==> src/hw/rtl/fwpid_pkg.sv <==
package fwpid_pkg;

    localparam int WHEELS    = 4;
    localparam int ADDR_W    = 5;
    localparam int DATA_W    = 64;
    localparam int GAIN_W    = 48;
    localparam int ACC_W     = 51;

    typedef struct packed {
        logic [15:0] kd;
        logic [15:0] ki;
        logic [15:0] kp;
    } t_gains;

    typedef t_gains [WHEELS-1:0] t_gain_set;

    localparam t_gain_set GAINS_RESET = {
        48'd6685440,
        48'd1318561645184,
        48'd1318563349171,
        48'd1318561645235
    };

    typedef struct packed {
        logic signed [15:0] target_0;
        logic signed [15:0] target_1;
        logic signed [15:0] target_2;
        logic signed [15:0] target_3;
        logic signed [15:0] measured_0;
        logic signed [15:0] measured_1;
        logic signed [15:0] measured_2;
        logic signed [15:0] measured_3;
    } t_in_item;

    typedef struct packed {
        logic signed [15:0] drive_0;
        logic signed [15:0] drive_1;
        logic signed [15:0] drive_2;
        logic signed [15:0] drive_3;
    } t_out_item;

    typedef struct packed {
        logic accept;
        logic ld2;
        logic ld3;
    } t_lane_ctrl;

endpackage

==> src/hw/rtl/fwpid_lane.sv <==
module fwpid_lane (
    input  logic                  i_clk,
    input  logic                  i_rst_n,
    input  fwpid_pkg::t_lane_ctrl i_ctrl,
    input  fwpid_pkg::t_gains     i_gains,
    input  logic signed [15:0]    i_target,
    input  logic signed [15:0]    i_measured,
    output logic signed [15:0]    o_drive
);

    logic signed [31:0] r_integ;
    logic signed [17:0] r_prev;

    logic               neg;
    logic [16:0]        mag;
    logic signed [17:0] err;
    logic signed [32:0] integ_sum;
    logic signed [31:0] n_integ;
    logic signed [18:0] diff;

    logic [16:0]        r_s1_mag;
    logic               r_s1_neg;
    logic signed [17:0] r_s1_err;
    logic signed [31:0] r_s1_integ;
    logic signed [18:0] r_s1_diff;

    logic signed [34:0] r_s2_pkp;
    logic signed [48:0] r_s2_pki;
    logic signed [35:0] r_s2_pkd;
    logic [24:0]        r_s2_ff;
    logic               r_s2_neg;

    logic signed [fwpid_pkg::ACC_W-1:0] r_s3_acc;
    logic                               r_s3_neg;

    logic signed [fwpid_pkg::ACC_W-1:0] adj;
    logic signed [fwpid_pkg::ACC_W-1:0] quo;
    logic signed [15:0]                 drv;

    always_comb begin
        neg       = i_target[15];
        mag       = neg ? (~{1'b1, i_target} + 17'd1) : {1'b0, i_target};
        err       = $signed({1'b0, mag}) - 18'(i_measured);
        integ_sum = 33'(r_integ) + 33'(err);
        if (integ_sum[32] != integ_sum[31]) begin
            n_integ = integ_sum[32] ? 32'sh8000_0000 : 32'sh7fff_ffff;
        end else begin
            n_integ = integ_sum[31:0];
        end
        diff = 19'(err) - 19'(r_prev);
    end

    always_ff @(posedge i_clk) begin
        if (!i_rst_n) begin
            r_integ <= '0;
            r_prev  <= '0;
        end else if (i_ctrl.accept) begin
            r_integ <= n_integ;
            r_prev  <= err;
        end
    end

    always_ff @(posedge i_clk) begin
        if (i_ctrl.accept) begin
            r_s1_mag   <= mag;
            r_s1_neg   <= neg;
            r_s1_err   <= err;
            r_s1_integ <= n_integ;
            r_s1_diff  <= diff;
        end
    end

    always_ff @(posedge i_clk) begin
        if (i_ctrl.ld2) begin
            r_s2_pkp <= $signed({1'b0, i_gains.kp}) * r_s1_err;
            r_s2_pki <= $signed({1'b0, i_gains.ki}) * r_s1_integ;
            r_s2_pkd <= $signed({1'b0, i_gains.kd}) * r_s1_diff;
            r_s2_ff  <= {r_s1_mag, 8'd0};
            r_s2_neg <= r_s1_neg;
        end
    end

    always_ff @(posedge i_clk) begin
        if (i_ctrl.ld3) begin
            r_s3_acc <= fwpid_pkg::ACC_W'(r_s2_pkp) + fwpid_pkg::ACC_W'(r_s2_pki)
                      + fwpid_pkg::ACC_W'(r_s2_pkd)
                      + fwpid_pkg::ACC_W'($signed({1'b0, r_s2_ff}));
            r_s3_neg <= r_s2_neg;
        end
    end

    // truncate toward zero, clamp, then apply direction
    always_comb begin
        adj = r_s3_acc[fwpid_pkg::ACC_W-1] ? (r_s3_acc + fwpid_pkg::ACC_W'(255)) : r_s3_acc;
        quo = adj >>> 8;
        if (quo > fwpid_pkg::ACC_W'(32767)) begin
            drv = 16'sh7fff;
        end else if (quo < -fwpid_pkg::ACC_W'(32768)) begin
            drv = 16'sh8000;
        end else begin
            drv = quo[15:0];
        end
        if (!r_s3_neg) begin
            o_drive = drv;
        end else if (drv == 16'sh8000) begin
            o_drive = 16'sh7fff;
        end else begin
            o_drive = -drv;
        end
    end

endmodule

==> config.mk <==
export PLATFORM = sky130hd
export DESIGN_NAME = fwpid_lane
export DESIGN_NICKNAME = d
export VERILOG_FILES = /design/src/hw/rtl/fwpid_pkg.sv /design/src/hw/rtl/fwpid_lane.sv
export SDC_FILE = /design/constraint.sdc
export NUM_CORES = 2
export LEC_CHECK = 0
export BUFFER_PORTS_ARGS = -buffer_cell sky130_fd_sc_hd__buf_2
export CELL_PAD_IN_SITES_DETAIL_PLACEMENT = 0
export CELL_PAD_IN_SITES_GLOBAL_PLACEMENT = 1
export CORE_ASPECT_RATIO = 1.1
export CORE_MARGIN = 2
export CORE_UTILIZATION = 53
export CTS_BUF_LIST = sky130_fd_sc_hd__clkbuf_4
export DETAILED_ROUTE_END_ITERATION = 8
export PLACE_DENSITY = 0.83
export SETUP_SLACK_MARGIN = 0.4
export SLEW_MARGIN = 25
export SYNTH_ARGS = -nofsm -noshare
export SYNTH_HDL_FRONTEND = slang
export SYNTH_SLANG_ARGS = --single-unit
export TNS_END_PERCENT = 10
==> constraint.sdc <==
create_clock -name i_clk -period 8 [get_ports i_clk]
set_clock_uncertainty 0.1 [all_clocks]
set_input_delay 0.8 -clock i_clk [delete_from_list [all_inputs] [get_ports i_clk]]
set_output_delay 0.8 -clock i_clk [all_outputs]
set_load 0.05 [all_outputs]
==> flow_summary.toml <==
[run_status]
status = "complete, no violations"

[floorplan]
die_h_um = 355.1
boundaryPins = 101
die_area_um2 = 114800
core_um2 = 111000
initial_utilization_pct = 53.53
rows = 128
die_x_um = 323.2

[sta]
final_max_slew_viol_count = 0
relSlewSlack_pct = 17.71
rsz0062_at_grt = "true"
setup_viol = 0
min_period_ns = 7.396
finalCritPeriodShare_pct = 92.46
hold_violations = 0
final.setup.tns_ns = 0
worst_pin_slew_ns = 1.230
hold_ws_ns = 0.1272
timing.fmax_ghz = 0.1352

[grt]
grt_max_degree = 84
grt_pass1_vias = 45020
grt_pass1_wl_um = 240800
overflow = 0
grt_antenna_before_repair = 10
globalRouteTotalUtil_pct = 26.85

[clock_network]
clock_path_buffers = 3
cts_buffers = 90
clock_latency_ns = 0.96
h-tree-depth = 3
cts_sinks = 327
tritoncts = "yes"
clk_pin_slew_worst_paths_ns = 0.07
clock-root-buffer = "clkbuf_4"

[critical_path]
path_depth = 23
start_kind = "register"
crit_chain = "and2_1 > fa_1 > inv_1 > fa_1 > inv_1 > fa_1 > fa_1 > fa_1 > inv_1 > fa_1 > inv_1 > ha_1 > a21o_1 > a21oi_1 > nand2_1 > o21a_1 > nand2_1 > a31oi_1 > o211ai_1 > a21oi_1 > or3_1 > a31oi_1 > xnor2_1"
crit_top_cell = "fa_1"
r2r_cells = 23
max_stage_delay_ns = 0.71
worstPathRequired_ns = 8.47
cp_max_fo = 16
crit_arrival_ns = 7.87
cp_slowest_cell = "edfxtp_1"
end_kind = "register"
crit_family = "adder cells"
crit_type = "reg -> reg"
critPathBufInv = 4

[worst_hold_path]
min_path_type = "in -> reg"
holdPathStages = 3

[detailed_routing]
first_pass_iters = 8
wl_per_cell_um = 18.48
vias = 42240
drc_errors = 0
totalWireLength_um = 147300
first_iter_violations = 2681
drtAntennaViolNets = 0
via_per_inst = 5.299

[cells_and_area]
drive_above_1_share_pct = 6.889
fill_cells = 9915
final_nets = 8091
area_growth_pct = 7.180

[place]
place_congestion = 0.8975
dp_hpwl_um = 121900
port_buffers = 100

[synthesis]
async_reset_ff_share_pct = 0
yosysSeqAreaShare_pct = 15.69
yosys.area.top_type = "fa_1"
synth_cells = 6249
synth_area_um2 = 59410
postSynthAreaPerCell_um2 = 9.507
netlist.area_leader.share_pct = 39.06
ys_top_cells_by_area = "fa_1, edfxtp_1, ha_1"
synth_ff_type = "edfxtp_1"
ys_ff_latch = 327
ys_warn_count = 0
synth_edf_count = 277
synth_cell_types = 85

[run]
drv_cap = 0
-- path summary, 6_finish.rpt --
kind / from / to / slack [ns]
worst max-delay path: r_s1_diff[5] / r_s2_pkd[35] / 0.60
worst min-delay path: i_measured[0] / r_prev[0] / 0.13
worst max register to register: r_s1_diff[5] / r_s2_pkd[35] / 0.60
worst min register to register: r_s1_mag[1] / r_s2_ff[9] / 0.24
-- area by class of cell --
class | instances | area (µm²) | share of cell area [%]
repair buffers | 262 | 1918 | 3.012
flip-flops and latches | 327 | 9319 | 14.64
multi-input cells | 4329 | 44130 | 69.32
well taps | 1495 | 1871 | 2.938
clock inverters | 33 | 209.0 | 0.3282
clock buffers | 133 | 998.5 | 1.568
inverters | 1390 | 5218 | 8.194
diodes | 2 | 5.005 | 0.007860
-- synthesized netlist by cell type, drive strengths merged, types with 50 or more instances --
master and n:
a21o 80, a21oi 196, and2 500, clkbuf 195
dfxtp 50, edfxtp 277, fa 1159, ha 447
inv 1389, nand2 769, nand3 57, nor2 221
o21ai 155, xnor2 185, xor2 65
-- worst reg2reg max path, cell delays in order, from the launching register on --
cell and delay, ns:
edfxtp_1 0.71, and2_1 0.35, fa_1 0.53, inv_1 0.05
fa_1 0.54, inv_1 0.05, fa_1 0.52, fa_1 0.48
fa_1 0.50, inv_1 0.05, fa_1 0.48, inv_1 0.05
ha_1 0.34, a21o_1 0.20, a21oi_1 0.21, nand2_1 0.08
o21a_1 0.25, nand2_1 0.11, a31oi_1 0.11, o211ai_1 0.31
a21oi_1 0.14, or3_1 0.33, a31oi_1 0.26, xnor2_1 0.27
-- routing by layer --
layer  global-route usage [%]  part of all wire, %
met1                    37.18                   43
met2                    44.54                   48
met3                    3.750                  6.4
met4                    7.163                  2.6
met5                        0               0.0088
-- kinds of logic after synthesis --
group	share of synthesized area, %
other	0.006312
AO/OA/AOI/OAI	6.992
XOR/XNOR	3.686
buffers and inverters	10.09
multiplexers	0.4233
flip-flops	15.69
AND/OR/NAND/NOR	14.58
adder cells (fa/ha/maj)	48.54
-- per-stage QoR --
step           worst slack [ns]  area, µm²  instances  util, %
2_1_floorplan            0.7574      59410       6250        -
3_3_place_gp             0.2373      61730       7732    55.62
3_5_place_dp            0.06973      61740       7733    55.63
4_1_cts                  0.4311      62960       7900    56.73
5_1_grt                  0.2829      63670       7971    57.37
6_report                 0.6036      63670       7971    57.37
-- placed cells by master, fill, tap and decap left out, types with 27 or more instances in the layout --
cell type and count:
a21o_1 80, a21oi_1 195, and2_1 500, and3_1 27, buf_2 98, buf_4 145
clkbuf_4 133, dfxtp_1 50, edfxtp_1 277, fa_1 1159, ha_1 447, inv_1 1389
nand2_1 769, nand2b_1 33, nand3_1 56, nor2_1 219, nor2b_1 39, nor3_1 38
o21a_1 40, o21ai_0 148, xnor2_1 184, xor2_1 65
-- registers in the layout (all words and copies together), names as in the netlist --
name	cells
r_s1_neg	1
r_s2_pki	49
r_s2_pkp	35
r_s1_err	18
r_s2_ff	17
r_s2_pkd	36
r_integ	32
r_s1_diff	19
r_s3_acc	51
r_s1_integ	32
r_s1_mag	17
r_s3_neg	1
r_prev	18
r_s2_neg	1
-- timing repair --
item / CTS / global route
endpoints found under the hold margin: 1 / 0
hold buffers: 1 / 0
gates resized for setup: 0 / 9
setup endpoints to repair: 0 / 63
setup buffers: 0 / 69
Power is left out: the tool's default activity adds up to more than one toggle a clock period on the data nets, which glitch-free logic cannot reach.
