$ cat config.mk
export PLATFORM = sky130hd
export DESIGN_NAME = fwpid_cfg
export DESIGN_NICKNAME = d
export VERILOG_FILES = /design/src/hw/rtl/fwpid_pkg.sv /design/src/hw/rtl/fwpid_cfg.sv
export SDC_FILE = /design/constraint.sdc
export NUM_CORES = 1
export LEC_CHECK = 0
export ABC_AREA = 0
export BUFFER_PORTS_ARGS = -buffer_cell sky130_fd_sc_hd__buf_2
export CAP_MARGIN = 20
export CORE_UTILIZATION = 53
export DETAILED_ROUTE_END_ITERATION = 7
export PLACE_DENSITY = 0.93
export SYNTH_ARGS = -nofsm -noshare
export SYNTH_HDL_FRONTEND = slang
export SYNTH_SLANG_ARGS = --single-unit
$ cat constraint.sdc
create_clock -name i_clk -period 5 [get_ports i_clk]
set_clock_uncertainty 0.1 [all_clocks]
set_input_delay 1 -clock i_clk [delete_from_list [all_inputs] [get_ports i_clk]]
set_output_delay 1 -clock i_clk [all_outputs]
set_load 0.01 [all_outputs]
$ cat src/hw/rtl/fwpid_pkg.sv
package fwpid_pkg;

    localparam int WHEELS    = 4;
    localparam int ADDR_W    = 5;
    localparam int DATA_W    = 64;
    localparam int GAIN_W    = 48;
    localparam int ACC_W     = 51;

    typedef struct packed {
        logic [15:0] kd;
        logic [15:0] ki;
        logic [15:0] kp;
    } t_gains;

    typedef t_gains [WHEELS-1:0] t_gain_set;

    localparam t_gain_set GAINS_RESET = {
        48'd6685440,
        48'd1318561645184,
        48'd1318563349171,
        48'd1318561645235
    };

    typedef struct packed {
        logic signed [15:0] target_0;
        logic signed [15:0] target_1;
        logic signed [15:0] target_2;
        logic signed [15:0] target_3;
        logic signed [15:0] measured_0;
        logic signed [15:0] measured_1;
        logic signed [15:0] measured_2;
        logic signed [15:0] measured_3;
    } t_in_item;

    typedef struct packed {
        logic signed [15:0] drive_0;
        logic signed [15:0] drive_1;
        logic signed [15:0] drive_2;
        logic signed [15:0] drive_3;
    } t_out_item;

    typedef struct packed {
        logic accept;
        logic ld2;
        logic ld3;
    } t_lane_ctrl;

endpackage

$ cat src/hw/rtl/fwpid_cfg.sv
module fwpid_cfg (
    input  logic                          i_clk,
    input  logic                          i_rst_n,
    input  logic                          psel,
    input  logic                          penable,
    input  logic                          pwrite,
    input  logic [fwpid_pkg::ADDR_W-1:0]  paddr,
    input  logic [fwpid_pkg::DATA_W-1:0]  pwdata,
    output logic [fwpid_pkg::DATA_W-1:0]  prdata,
    output logic                          pready,
    output fwpid_pkg::t_gain_set          o_gains
);

    fwpid_pkg::t_gain_set r_gains;
    logic [1:0]           idx;

    assign idx    = paddr[fwpid_pkg::ADDR_W-1:3];
    assign pready = 1'b1;

    always_ff @(posedge i_clk) begin
        if (!i_rst_n) begin
            r_gains <= fwpid_pkg::GAINS_RESET;
        end else if (psel && penable && pwrite) begin
            r_gains[idx] <= pwdata[fwpid_pkg::GAIN_W-1:0];
        end
    end

    assign prdata  = fwpid_pkg::DATA_W'(r_gains[idx]);
    assign o_gains = r_gains;

endmodule

==> metrics.cfg, run 1 <==
[logic_synthesis]
yosysTopAreaCellShare_pct=45.1
syn_area_um2=8530
seq_area_frac_synth_pct=45.1
synth_top_cell_by_area=dfxtp_1
syn_avg_cell_area_um2=10.5
synth_top_cells_by_count=196 x nand2_1, 192 x dfxtp_1, 159 x mux2i_1
synth_edf_count=0
synth_cell_types=21
yosysWarnings=0
syn_inst=813
ys.flop_type=dfxtp_1
ys_ff_latch=192
async_flop_share_pct=0
yosysMostFrequentCell=nand2_1
synthTopCellsByArea=dfxtp_1 45%, mux2i_1 19%, mux4_2 13%

[global_routing]
grt_max_degree=100
grt_pass1_vias=6737
grt_overflow=0
grt_use_total_pct=27.4
antenna_found_initial=0
grt_pass1_wl_mm=34.9

[critical_path]
path_class=in -> out
cp.required_ns=3.90
worstPathMaxFanout=35
rr_startpoint=o_gains[161]$_SDFFE_PN1P_
startpoint_type=input port
startpoint=paddr[4]
crit_path_end_kind=primary output
cp_data_arrival_time_ns=2.78

[route]
drt-wirelength-per-cell_um=17.8
drt_wl_total_mm=23.2
firstDrtPassIters=5
num_vias=7178
first_iter_violations=413
vias_per_cell=5.52
drc=0
drtAntennaViolNets=0

[cells_and_area]
largest_reg_flops=192
num_antenna_cells=0
drive_gt1_share_pct=36.5
area_delta_synth_final_pct=24.0
final_cells=1300
nNetsFinal=1145

[clock_network]
cts.htree.levels=4
clock_sinks=192
numCtsBuffers=17
path_clk_slew_ns=0.06
post_cts_resized=0
post_cts_buffers=0
ctsHoldBuffers=0
clk_latency_ns=0.42
clockBufferDepth=2
clockRootBuffer=clkbuf_16
cts_tree=yes

[sta]
hold_viol_final=0
fin_crit_sh_pct=77.7
tightest_slew_ns=1.06
setup_viol=0
period_needed_ns=3.88
max_freq_mhz=257
fin_setup_tns_ns=0
report.final.slew_viol_count=0
rsz0062_at_grt=no
slew_headroom_pct=29.0

[power_and_ir_drop]
power.density_nw_per_um2=307
ir_worst_vdd_mv=0.205
p_leak_uw=0.00540
total_power_uw=3240

[job]
max_cap_violations=0

[die]
core-area_um2=15800
die-area_um2=16600
chipWidth_um=129
start_util_pct=54.1
rows=46
ios=331
dieHeight_um=129

[placed_design]
gp_congestion=0.804
portBuffers=294
hpwl_mm=15.9
placed_cells=1268

[run_status]
status=completed

[worst_hold_path]
hold_start=o_gains[126]$_SDFFE_PN0P_
worst_hold_path_type=reg -> reg

metrics by stage:
stage	util, %	hold WS, ns	cell area, µm²	worst slack (ns)
CTS	67.1	0.372	10600	1.11
detailed placement	63.2	0.359	9960	1.12
global route	67.1	0.388	10600	1.03
finish	67.1	0.373	10600	1.12
global placement	63.2	0.351	9960	1.18
floorplan	-	0.388	8590	1.87
cell type report:
type,count,area [µm²]
clock buffer,19,433
clock inverter,13,176
fill,1204,5200
multi-input combinational,521,4140
timing repair buffer,307,1590
tap,216,270
sequential,192,3840
inverter,32,120
per-layer routing:
layer / share of wire (%) / vias to the layer above / track usage, %
met4: 2.4 / 0 / 10.3
met5: 0 / - / 0
li1: - / 3284 / -
met2: 50 / 337 / 47.9
met3: 6.5 / 50 / 5.78
met1: 41 / 3507 / 33.0
cells by family after synthesis:
logic type	count (synthesis)	share of synthesized area, %
muxes	207	31.3
AOI/OAI and AO/OA	51	3.96
other	2	0.0880
DFF	192	45.1
and+or+nand+nor	246	12.3
buffers and inverters	115	7.26
worst paths after layout:
kind                                                  end  slack (ns)  cells after the start
worst min register to register  o_gains[126]$_SDFFE_PN0P_        0.37                      2
worst max register to register  o_gains[161]$_SDFFE_PN1P_        4.17                      2
worst min-delay path            o_gains[126]$_SDFFE_PN0P_        0.37                      2
worst max-delay path                           prdata[21]        1.12                      4
power by group:
group | internal (µW) | switching, µW | total (µW)
Clock | 800 | 609 | 1410
Sequential | 1550 | 18.3 | 1570
Combinational | 104 | 161 | 265
cell usage in the layout, fill, tap and decap left out, types with 3 or more instances in the layout:
master     instances
conb_1            17
inv_1             32
nor2b_1           22
nand3_1           16
inv_6              3
dfxtp_1          192
nand2_1          196
o21ai_0           18
buf_4             13
buf_2            292
mux2i_1          159
o211ai_1          33
mux4_2            48
clkbuf_16         17
bufinv_16          3
critical path, stage by stage:
cell and delay, ns:
buf_2 0.79, buf_4 0.44, mux4_2 0.36, buf_2 0.16
No activity file was read; power rests on OpenSTA's default activity.
==> run 2, diff against run 1 <==
--- a/config.mk
+++ b/config.mk
@@ -8,9 +8,9 @@
 export ABC_AREA = 0
 export BUFFER_PORTS_ARGS = -buffer_cell sky130_fd_sc_hd__buf_2
 export CAP_MARGIN = 20
-export CORE_UTILIZATION = 53
+export CORE_UTILIZATION = 44
 export DETAILED_ROUTE_END_ITERATION = 7
-export PLACE_DENSITY = 0.93
+export PLACE_DENSITY = 0.83
 export SYNTH_ARGS = -nofsm -noshare
 export SYNTH_HDL_FRONTEND = slang
 export SYNTH_SLANG_ARGS = --single-unit
==> constraint.sdc (replaced) <==
create_clock -name i_clk -period 3.4 [get_ports i_clk]
set_clock_uncertainty 0.1 [all_clocks]
set_input_delay 0.68 -clock i_clk [delete_from_list [all_inputs] [get_ports i_clk]]
set_output_delay 0.68 -clock i_clk [all_outputs]
set_load 0.01 [all_outputs]
==> run 2 against run 1 <==
  * First-iteration DRC count decreased by 47%
  * Count of clock-buffer cells in the layout is 1 higher
  * Register-to-register slack got worse by 1.6 ns
  * Sequential cell count stayed put
  * Non-clock buffer count is 5 higher
  * Combinational power up 53%
  * Cell area rose by 1.9%
  * Critical path depth down 1
  * Sequential power increased by 47%
  * Routed wire length rose by 2.2%
  * Critical endpoint is now prdata[35]
==> metrics.cfg, run 2 (synthesized netlist as in run 1, its figures left out) <==
[run_status]
status=completed

[clock_network]
cts_tree=yes
post_cts_resized=0
cts.htree.levels=4
path_clk_slew_ns=0.07
clock_sinks=192
post_cts_buffers=0
ctsHoldBuffers=0
numCtsBuffers=17
clockBufferDepth=2
clk_latency_ns=0.41
clockRootBuffer=clkbuf_16

[power_and_ir_drop]
total_power_uw=4840
ir_worst_vdd_mv=0.311
power.density_nw_per_um2=449
p_leak_uw=0.00547

[cells_and_area]
register_area_um2=3840
area_delta_synth_final_pct=26.4
drive_gt1_share_pct=36.8
nFillCells=1593
num_antenna_cells=0
final_common_cell=buf_2
multi_input_area_um2=4140
nNetsFinal=1150
largest_reg_flops=192
final_cells=1348
layout_common_cells=292 x buf_2, 196 x nand2_1, 192 x dfxtp_1

[sta]
setup_viol=0
fin_setup_tns_ns=0
period_needed_ns=2.80
fin_ws_ns=0.601
report.final.slew_viol_count=0
rsz0062_at_grt=no
slew_headroom_pct=33.8
max_freq_mhz=357
tightest_slew_ns=0.989
fin_crit_sh_pct=82.3
whs_ns=0.368
hold_viol_final=0

[global_routing]
grt_pass1_vias=6566
grt_overflow=0
grt_use_total_pct=23.7
antenna_found_initial=0
grt_pass1_wl_mm=36.2
grt_max_degree=99

[route]
drt-wirelength-per-cell_um=17.6
drc=0
drtAntennaViolNets=0
num_vias=7004
firstDrtPassIters=4
vias_per_cell=5.20
drt_wl_total_mm=23.7
first_iter_violations=220

[die]
dieHeight_um=141
ios=331
start_util_pct=45.3
core-area_um2=18800
chipWidth_um=141
die-area_um2=19900
rows=50

[worst_hold_path]
holdPathEnd=o_gains[64]$_SDFFE_PN0P_
hold_start=o_gains[64]$_SDFFE_PN0P_
hold_depth=2
worst_hold_path_type=reg -> reg

[placed_design]
placed_cells=1317
gp_congestion=0.787
hpwl_mm=16.3
post-place-ws_ns=0.344
portBuffers=294

[job]
max_cap_violations=0

[critical_path]
worstPathMaxFanout=20
cp_data_arrival_time_ns=2.02
reg2reg_to=o_gains[0]$_SDFFE_PN1P_
reg2reg_slack_ns=2.59
startpoint_type=input port
slowest_delay_ns=0.60
cpMostUsedCell=buf_2
startpoint=paddr[4]
path_cells=buf_2 > mux4_2 > buf_2
cp.required_ns=2.62
path_delay_family=buffers and inverters
crit_path_end_kind=primary output
cp_slowest_cell=mux4_2
rr_startpoint=o_gains[0]$_SDFFE_PN1P_
reg2reg_depth=2
path_class=in -> out
cp_num_buf_inv=2

-- run 2: cell type report --
cell class / instances / area share (%)
clock inverter: 11 / 1.63
sequential: 192 / 35.7
clock buffer: 20 / 4.14
inverter: 32 / 1.11
timing repair buffer: 312 / 16.0
tap: 260 / 3.02
multi-input combinational: 521 / 38.4
-- run 2: through the flow --
| stage | util [%] | instance area (µm²) |
|---|---|---|
| 2_1_floorplan | - | 8590 |
| 3_3_place_gp | 53.9 | 10200 |
| 3_5_place_dp | 53.9 | 10200 |
| 4_1_cts | 57.2 | 10800 |
| 5_1_grt | 57.2 | 10800 |
| 6_report | 57.2 | 10800 |
-- run 2: how the worst max path moves through the flow --
stage	to	slack, ns	cells past startpoint
floorplan	prdata[34]	0.91	3
global placement	o_gains[154]$_SDFFE_PN0P_	0.43	5
detailed placement	o_gains[152]$_SDFFE_PN1P_	0.34	5
CTS	prdata[36]	0.58	3
global route	prdata[36]	0.51	3
finish	prdata[35]	0.60	3
-- run 2: power breakdown --
group	internal [µW]	switching (µW)	leakage [µW]
Clock	1260	872	0.000298
Sequential	2280	26.4	0.00155
Combinational	165	240	0.00362
Total	3700	1140	0.00547
-- run 2: worst register-to-register path, stage by stage, from the launching register on --
cell      delay (ns)
dfxtp_1         0.41
inv_1           0.06
o211ai_1        0.16
-- run 2: metal layers --
layer	global-route usage (%)	vias up	part of all wire [%]
met1	29.8	3435	43
met2	40.6	254	49
li1	-	3293	-
met3	5.20	22	6.2
met4	6.58	0	1.3
met5	0	-	0
