`config.mk`:
```
export PLATFORM = sky130hd
export DESIGN_NAME = fwpid_merge
export DESIGN_NICKNAME = d
export VERILOG_FILES = /design/src/hw/rtl/fwpid_pkg.sv /design/src/hw/rtl/fwpid_merge.sv
export SDC_FILE = /design/constraint.sdc
export NUM_CORES = 1
export LEC_CHECK = 0
export BUFFER_PORTS_ARGS = -buffer_cell sky130_fd_sc_hd__buf_2
export CAP_MARGIN = 5
export CELL_PAD_IN_SITES_DETAIL_PLACEMENT = 1
export CELL_PAD_IN_SITES_GLOBAL_PLACEMENT = 2
export CORE_MARGIN = 2
export CORE_UTILIZATION = 24
export DETAILED_ROUTE_END_ITERATION = 16
export GPL_TIMING_DRIVEN = 1
export PLACE_DENSITY_LB_ADDON = 0.1
export SYNTH_ARGS = -nofsm -noshare
export SYNTH_HDL_FRONTEND = slang
export SYNTH_SLANG_ARGS = --single-unit
export TNS_END_PERCENT = 10
```
`constraint.sdc`:
```
create_clock -name i_clk -period 0.8 [get_ports i_clk]
set_input_delay 0.12 -clock i_clk [delete_from_list [all_inputs] [get_ports i_clk]]
set_output_delay 0.12 -clock i_clk [all_outputs]
set_load 0.05 [all_outputs]
```
`src/hw/rtl/fwpid_pkg.sv`:
```
package fwpid_pkg;

    localparam int WHEELS    = 4;
    localparam int ADDR_W    = 5;
    localparam int DATA_W    = 64;
    localparam int GAIN_W    = 48;
    localparam int ACC_W     = 51;

    typedef struct packed {
        logic [15:0] kd;
        logic [15:0] ki;
        logic [15:0] kp;
    } t_gains;

    typedef t_gains [WHEELS-1:0] t_gain_set;

    localparam t_gain_set GAINS_RESET = {
        48'd6685440,
        48'd1318561645184,
        48'd1318563349171,
        48'd1318561645235
    };

    typedef struct packed {
        logic signed [15:0] target_0;
        logic signed [15:0] target_1;
        logic signed [15:0] target_2;
        logic signed [15:0] target_3;
        logic signed [15:0] measured_0;
        logic signed [15:0] measured_1;
        logic signed [15:0] measured_2;
        logic signed [15:0] measured_3;
    } t_in_item;

    typedef struct packed {
        logic signed [15:0] drive_0;
        logic signed [15:0] drive_1;
        logic signed [15:0] drive_2;
        logic signed [15:0] drive_3;
    } t_out_item;

    typedef struct packed {
        logic accept;
        logic ld2;
        logic ld3;
    } t_lane_ctrl;

endpackage

```
`src/hw/rtl/fwpid_merge.sv`:
```
module fwpid_merge (
    input  logic                                   i_clk,
    input  logic                                   i_rst_n,
    input  logic                                   i_load,
    input  logic                                   i_valid,
    input  logic [fwpid_pkg::WHEELS-1:0][15:0]     i_drives,
    output logic                                   o_valid,
    output fwpid_pkg::t_out_item                   o_item
);

    logic                 r_valid;
    fwpid_pkg::t_out_item r_item;

    always_ff @(posedge i_clk) begin
        if (!i_rst_n) begin
            r_valid <= 1'b0;
        end else if (i_load) begin
            r_valid <= i_valid;
        end
    end

    always_ff @(posedge i_clk) begin
        if (i_load) begin
            r_item.drive_0 <= i_drives[0];
            r_item.drive_1 <= i_drives[1];
            r_item.drive_2 <= i_drives[2];
            r_item.drive_3 <= i_drives[3];
        end
    end

    assign o_valid = r_valid;
    assign o_item  = r_item;

endmodule

```
==> results.cfg, run 1 <==
[detailed_routing]
finalWirelength_um = 5410
drtPass1Iterations = 4
drcViolationCount = 0
drtIter0Drc = 19
vias = 1453
viasPerCell = 3.78
drt-wirelength-per-cell_um = 14.1
postRouteAntennaNets = 0

[critical_path]
required_ns = 0.68
cp_top_family = flip-flops
crit_cells = 1
crit_path_start_kind = register
worst-endpoint-arrival_ns = 0.91
end_kind = primary output
cp_cell_sequence = buf_6
path_buf_inv = 1
worstSetupPathType = register to primary output
r2r_cells = 2
cp_slowest_cell = edfxtp_1
max_stage_delay_ns = 0.41
worstPathMaxFanout = 1

[min_path]
hp-class = input pin to register
min_path_cells = 3

[synth]
async_flop_share_pct = 0
synthesis.yosys.warnings = 0
yosysTopAreaCellShare_pct = 98.1
syn_area_mm2 = 0.00196
synthDistinctLibCells = 4
yosys-top-cells-count = edfxtp_1 (64), dfxtp_1 (1), mux2i_1 (1), nor2b_1 (1)
synth_fa_ha_area_share_pct = 0
synth_compound_area_share_pct = 0
synth.yosys.seq_area_share_pct = 99.2
synth_top_family_by_area = multiplexers
syn_nets = 135
synth_enable_flop_cells = 64
synth_area_per_cell_um2 = 29.2
synth_top_area_cell = edfxtp_1
synthSimpleGateAreaFrac_pct = 0.319
synthTopCellsByArea = edfxtp_1 (98%), dfxtp_1 (1.0%), mux2i_1 (0.51%), nor2b_1 (0.32%)
synth-main-ff-cell = edfxtp_1
synth_seq_cells = 65
synth-xor-area-share_pct = 0
synthCells = 67
synthMuxAreaShare_pct = 0.511
yosysMostFrequentCell = edfxtp_1

[clock_tree]
htreeDepth = 3
postCtsSetupRepairBufs = 0
cts_tree = built
cts_buffers = 9
clockBufferDepth = 2
cts-root-buf = clkbuf_8
clock_latency_ns = 0.32
clk_pin_slew_ns = 0.06
clkSinkCount = 65

[finish]
syn2layout_area_growth_pct = 104
antenna_cells = 0
drive_above_1_share_pct = 52.1
finalNonFillerCells = 384
nets = 345
fin_util_pct = 51.2
finalInstanceArea_mm2 = 0.00400

[sta]
finClkSkew_ns = 0
fin_ws_ns = -0.228
slew_viol_final = 0
rsz0062_at_grt = yes
finalSetupTns_ns = -12.85
max_freq_ghz = 0.973
fin_crit_ns = 1.03
max-slew-margin-rel_pct = 85.9
hold_viol_final = 0
setup_viol = 65
finalCritPeriodShare_pct = 128
worst_pin_slew_ns = 0.212

[grt]
grtUsageMet1_pct = 12.5
grt_util_all_layers_pct = 12.8
busiest_layer = met2
use_met3_pct = 6.90
antenna_found_initial = 0
grt_overflow = 0
grt_use_met2_pct = 23.2
grt_start_max_net_pins = 40
grt_pass1_wl_um = 8230
grt_pass1_vias = 1613

[floorplanning]
io_pins = 133
die_area_mm2 = 0.00890
dieWidth_um = 94.3
std_cell_rows = 32
core-area_mm2 = 0.00781
die_h_um = 94.3
initial_core_util_pct = 25.1

[status]
status = finished, violations left
violations = setup timing

[place]
place_area_mm2 = 0.00279
place.gp.congestion = 0.622
dp.cells = 303
portBuffers = 132

[power]
pwr-share-seq_pct = 49.7
switchingPower_mw = 2.44
internal_power_mw = 5.95
peakVddDrop_mv = 0.794
p_leak_nw = 1.67
pwr-share-clk_pct = 26.5
pwr-share-comb_pct = 23.8
swShare_pct = 29.1
p_per_area_mw_per_mm2 = 2100

[job]
cap_violations = 0
[power groups by stage]
stage / clock network [mW] / registers (mW) / logic [mW]
floorplan: 0 / 5.13 / 0.00495
global placement: 0 / 4.16 / 1.44
detailed placement: 0 / 4.17 / 1.45
CTS: 2.32 / 4.17 / 2.01
global route: 2.51 / 4.19 / 2.08
finish: 2.23 / 4.17 / 2.00
[through the flow]
stage               setup slack (ns)  hold WS [ns]  power [mW]
finish                        -0.228         0.100        8.40
global route                  -0.288        0.0902        8.78
CTS                           -0.259        0.0659        8.50
detailed placement           -0.0669         0.298        5.62
global placement             -0.0382         0.296        5.60
floorplan                     0.0619         0.219        5.13
[kinds of logic after synthesis]
kind of cell and count (synthesis):
muxes 1, and+or+nand+nor 1, DFF 65
[worst paths after layout]
| kind | startpoint | to | slack, ns |
|---|---|---|---|
| worst max-delay path | o_item[39] | o_item[39] | -0.23 |
| worst min-delay path | i_valid | o_valid | 0.10 |
| worst max register to register | o_valid | o_valid | 0.14 |
| worst min register to register | o_valid | o_valid | 0.56 |
[worst register-to-register path, cell delays in order, from the launching register on]
cell and delay [ns]:
dfxtp_2 0.33, mux2i_1 0.16, nor2b_1 0.06
[layout by cell type (no fill, tap or decap), types with 2 or more instances in the layout]
cell	count
buf_6	65
clkinv_2	3
edfxtp_1	64
clkinv_1	2
buf_12	2
clkbuf_8	9
buf_2	67
clkbuf_1	2
dlygate4sd3_1	65
[area by class of cell]
class,count,area (um2)
clock buffers,11,131
repair buffers,199,1760
multi-input cells,2,16.3
clock inverters,5,22.5
well taps,102,128
flip-flops and latches,65,1940
fillers,772,3810
[state kept, by name (all words and copies together), names as in the netlist]
| signal | cells |
|---|---|
| o_item | 64 |
| o_valid | 1 |
[layer usage]
layer  share of wire [%]  wire (um)
met3                  10        554
met2                  55       2970
met4                 1.2         66
met1                  34       1820
met5                   0          0
[repair_timing]
item	in CTS	in global routing
hold buffers	65	0
setup endpoints to repair	65	65
endpoints found under the hold margin	65	0
gates resized for setup	130	0
(Power assumes the default switching activity.)
==> run 2: changes to the inputs <==
Settings changed: CORE_UTILIZATION 24 to 25, CTS_BUF_LIST set to sky130_fd_sc_hd__clkbuf_8.
==> run 2 against run 1 <==
  * Clock-buffer cell count shrank 2
  * Final area up 1.2%
  * Sequential share of layout area decreased by 0.59 points
  * The flow still finishes with violations (setup timing)
  * Core utilization is 1.7 points higher
  * Clock power up 30%
  * Combinational power about the same
  * Final cell count is 0.26% lower
  * Non-clock buffer count shrank 1
==> results.cfg, run 2 (same netlist as run 1, synthesis figures left out) <==
[status]
status = finished, violations left
violations = setup timing

[critical_path]
worst-endpoint-arrival_ns = 0.91
cp_slowest_cell = edfxtp_1
cp_cell_sequence = buf_6
max_stage_delay_ns = 0.41
worstSetupPathType = register to primary output
r2r_setup_slack_ns = 0.18
cp_top_family = flip-flops
required_ns = 0.68
crit_path_start_kind = register
worstPathMaxFanout = 1
path_buf_inv = 1
end_kind = primary output

[detailed_routing]
wl_met1_um = 1950
maxUsedRoutingLayer = met4
vias = 1479
drt-wirelength-per-cell_um = 14.9
viasPerCell = 3.86
drtPass1Iterations = 4
drtIter0Drc = 41
postRouteAntennaNets = 0
met3_length_um = 383
drcViolationCount = 0
finalWirelength_um = 5700
route.met2.wl_um = 3270

[power]
peakVddDrop_mv = 1.29
p_per_area_mw_per_mm2 = 2240
p_leak_nw = 1.69

[finish]
final_common_cell = buf_2
largest_reg_flops = 64
finalInstanceArea_mm2 = 0.00405
drive_above_1_share_pct = 53.0
antenna_cells = 0
syn2layout_area_growth_pct = 107
nets = 344
fillCellCount = 745
finalNonFillerCells = 383
final_cell_mix = buf_2 (67), dlygate4sd3_1 (64), edfxtp_1 (64), buf_6 (64), clkbuf_8 (9)

[grt]
grt_overflow = 0
grt_pass1_vias = 1773
antenna_found_initial = 0
grt_pass1_wl_um = 8630
grt_start_max_net_pins = 34
grt_util_all_layers_pct = 13.7

[sta]
hold_viol_final = 0
finClkSkew_ns = 0
setup_viol = 65
slew_viol_final = 0
fin_crit_ns = 1.03
max-slew-margin-rel_pct = 87.7
fin_ws_ns = -0.226
finalCritPeriodShare_pct = 128
max_freq_ghz = 0.975
rsz0062_at_grt = yes
worst_pin_slew_ns = 0.185

[clock_tree]
clkSinkCount = 65
clock_latency_ns = 0.32
htreeDepth = 3
cts_buffers = 9
clockBufferDepth = 2
clk_pin_slew_ns = 0.07
cts_tree = built
cts-root-buf = clkbuf_8
postCtsSetupRepairBufs = 0

[floorplanning]
io_pins = 133
die_area_mm2 = 0.00856
std_cell_rows = 32
initial_core_util_pct = 25.6
die_h_um = 92.5
core-area_mm2 = 0.00765
dieWidth_um = 92.5

[place]
place_area_mm2 = 0.00279
dp.cells = 303
place.gp.congestion = 0.660
pre_cts_slack_ns = -0.0814
portBuffers = 132

[min_path]
hp-class = input pin to register

[job]
cap_violations = 0
[run 2: layout make-up]
cell class | count | area, um2 | share of cell area, %
Clock buffer | 9 | 124 | 3.06
Clock inverter | 7 | 85.1 | 2.10
Multi-Input combinational cell | 2 | 16.3 | 0.402
Sequential cell | 65 | 1940 | 48.0
Tap cell | 102 | 128 | 3.15
Timing Repair Buffer | 198 | 1750 | 43.3
[run 2: per-stage QoR]
stage	TNS (ns)	total power [mW]	hold WS [ns]	util, %
after floorplan	0	5.13	0.219	-
after global placement	-0.0539	5.60	0.297	36.5
after detailed placement	-0.587	5.63	0.298	36.5
after CTS	-14.31	9.18	0.00517	52.9
after global routing	-15.33	9.41	0.0390	52.9
final	-12.78	9.09	0.0231	52.9
[run 2: worst reg2reg max path, stage by stage (launching register included)]
cell and delay, ns:
dfxtp_2 0.33, mux2i_1 0.12, nor2b_1 0.06
[run 2: final timing paths]
kind              depth (start not counted)       start          to
setup / recovery                          1  o_item[10]  o_item[10]
hold / removal                            2     i_rst_n     o_valid
setup reg to reg                          2     o_valid     o_valid
hold reg to reg                           2     o_valid     o_valid
[run 2: what timing repair did]
item                                   4_1_cts  5_1_grt
endpoints found under the hold margin       64        0
hold buffers                                64        0
pin swaps                                    0        0
setup endpoints to repair                   65       65
resized for setup                          130        1
[run 2: power by group]
group	internal, mW	switching (mW)
sequential	4.05	0.127
clock	1.72	1.19
combinational	0.819	1.19
total	6.59	2.50
[run 2: layer usage]
layer | vias to the layer above | track usage, %
li1 | 689 | -
met1 | 714 | 13.2
met2 | 66 | 26.2
met3 | 10 | 4.15
met4 | 0 | 6.47
met5 | - | 0
==> run 3: changes to the inputs <==
Settings changed: CORE_ASPECT_RATIO set to 1.4, CORE_MARGIN 2 to 4.
==> run 3 against run 2 <==
  * The flow still finishes with violations (setup timing)
  * Register-to-register slack about the same
  * Flip-flop and latch count is the same
  * Final cell count shrank 0.78%
  * Non-clock buffer count rose by 2
  * Die area grew 9.1%
  * Routed wire length rose by 0.70%
  * Clock-buffer cell count did not move
  * Setup slack got worse by 0.0025 ns
  * Sequential power barely moved
==> results.cfg, run 3 (same netlist as run 1, synthesis figures left out) <==
[detailed_routing]
vias = 1485
drtPass1Iterations = 3
viasPerCell = 3.91
drt-wirelength-per-cell_um = 15.1
drcViolationCount = 0
drtIter0Drc = 68
postRouteAntennaNets = 0
finalWirelength_um = 5740

[power]
p_total_mw = 8.70
p_per_area_mw_per_mm2 = 2160
switchingPower_mw = 2.44
internal_power_mw = 6.25
swShare_pct = 28.1
pwr-share-seq_pct = 48.0
peakVddDrop_mv = 1.20
pwr-share-comb_pct = 23.2
p_leak_nw = 1.69
pwr-share-clk_pct = 28.8

[floorplanning]
io_pins = 133
core-area_mm2 = 0.00750
initial_core_util_pct = 26.1
die_area_mm2 = 0.00933
die_h_um = 113
dieWidth_um = 82.8
std_cell_rows = 37

[clock_tree]
clock_latency_ns = 0.33
clockBufferDepth = 2
clk_pin_slew_ns = 0.07
htreeDepth = 3
clkSinkCount = 65
cts_tree = built
cts_buffers = 9
cts-root-buf = clkbuf_8

[finish]
antenna_cells = 0
finalInstanceArea_mm2 = 0.00403
finalNonFillerCells = 380
drive_above_1_share_pct = 51.9
largest_reg_flops = 64
fillCellCount = 733
final_cell_mix = buf_2 (67), dlygate4sd3_1 (65), edfxtp_1 (64), buf_6 (64), clkbuf_8 (9)
syn2layout_area_growth_pct = 106
nets = 346
final_common_cell = buf_2

[place]
dp.cells = 299
portBuffers = 132
place_area_mm2 = 0.00279
pre_cts_slack_ns = -0.0453
place.gp.congestion = 0.613

[sta]
max_freq_ghz = 0.972
rsz0062_at_grt = yes
worst_pin_slew_ns = 0.177
finalCritPeriodShare_pct = 129
hold_viol_final = 0
fin_crit_ns = 1.03
setup_viol = 65
slew_viol_final = 0
max-slew-margin-rel_pct = 88.2
finClkSkew_ns = 0
fin_ws_ns = -0.228

[job]
cap_violations = 0

[critical_path]
cp_cell_sequence = buf_6
end_kind = primary output
max_stage_delay_ns = 0.41
cp_top_family = flip-flops
worst-endpoint-arrival_ns = 0.91
crit_path_start_kind = register
worstPathMaxFanout = 1
cp_slowest_cell = edfxtp_1
worstSetupPathType = register to primary output
path_buf_inv = 1
required_ns = 0.68

[grt]
grt_start_max_net_pins = 32
busiest_layer = met2
grt_pass1_wl_um = 8670
grt_use_met2_pct = 23.8
grtUsageMet1_pct = 12.3
antenna_found_initial = 0
use_met3_pct = 3.90
grt_util_all_layers_pct = 12.9
grt_overflow = 0
grt_pass1_vias = 1693

[status]
violations = setup timing
status = finished, violations left

[min_path]
hp-class = input pin to register
[run 3: cell types whose count changed in the layout (fill, tap and decap cells not counted), sizes merged]
cell	change
inv	+2
dlygate4sd3	+1
bufinv	-1
buf	+1
clkinvlp	-1
[run 3: path summary, 6_finish.rpt]
check | startpoint | end | slack, ns | cells past startpoint
worst min register to register | o_valid | o_valid | 0.54 | 2
worst min-delay path | i_valid | o_valid | 0.07 | 3
worst max-delay path | o_item[8] | o_item[8] | -0.23 | 1
worst max register to register | o_valid | o_valid | 0.19 | 2
[run 3: per-stage QoR]
stage / hold slack, ns / utilization, % / TNS [ns]
after floorplan: 0.219 / - / 0
after global placement: 0.296 / 37.2 / -0.940
after detailed placement: 0.298 / 37.2 / -2.48
after CTS: 0.0423 / 53.7 / -14.62
after global routing: 0.100 / 53.7 / -15.75
final: 0.0683 / 53.7 / -12.74
[run 3: power groups by stage]
stage	Combinational (mW)	Clock [mW]	Sequential [mW]
after detailed placement	1.47	0	4.17
after global placement	1.45	0	4.16
after floorplan	0.00495	0	5.13
after CTS	2.03	2.64	4.17
after global routing	2.10	2.75	4.20
final	2.02	2.51	4.17
[run 3: timing repair]
| action | in CTS | in global routing |
|---|---|---|
| setup endpoints to repair | 65 | 65 |
| hold endpoints to repair | 65 | 0 |
| gates resized for setup | 131 | 0 |
| buffers inserted | 0 | 0 |
| hold buffers | 65 | 0 |
[run 3: cell type report]
cell class	instances	area [um2]	share of cell area [%]
clock inverters	7	53.8	1.34
clock buffers	9	124	3.08
flip-flops and latches	65	1940	48.2
multi-input cells	2	16.3	0.404
repair buffers	200	1770	43.9
well taps	97	121	3.01
[run 3: worst min-delay path, cell delays in order]
cell     delay, ns
buf_2         0.08
mux2i_1       0.06
nor2b_1       0.10
[run 3: per-layer routing]
| metal | wire (um) | vias up |
|---|---|---|
| li1 | - | 693 |
| met1 | 1780 | 703 |
| met2 | 3380 | 77 |
| met3 | 456 | 12 |
| met4 | 128 | 0 |
| met5 | 0 | - |
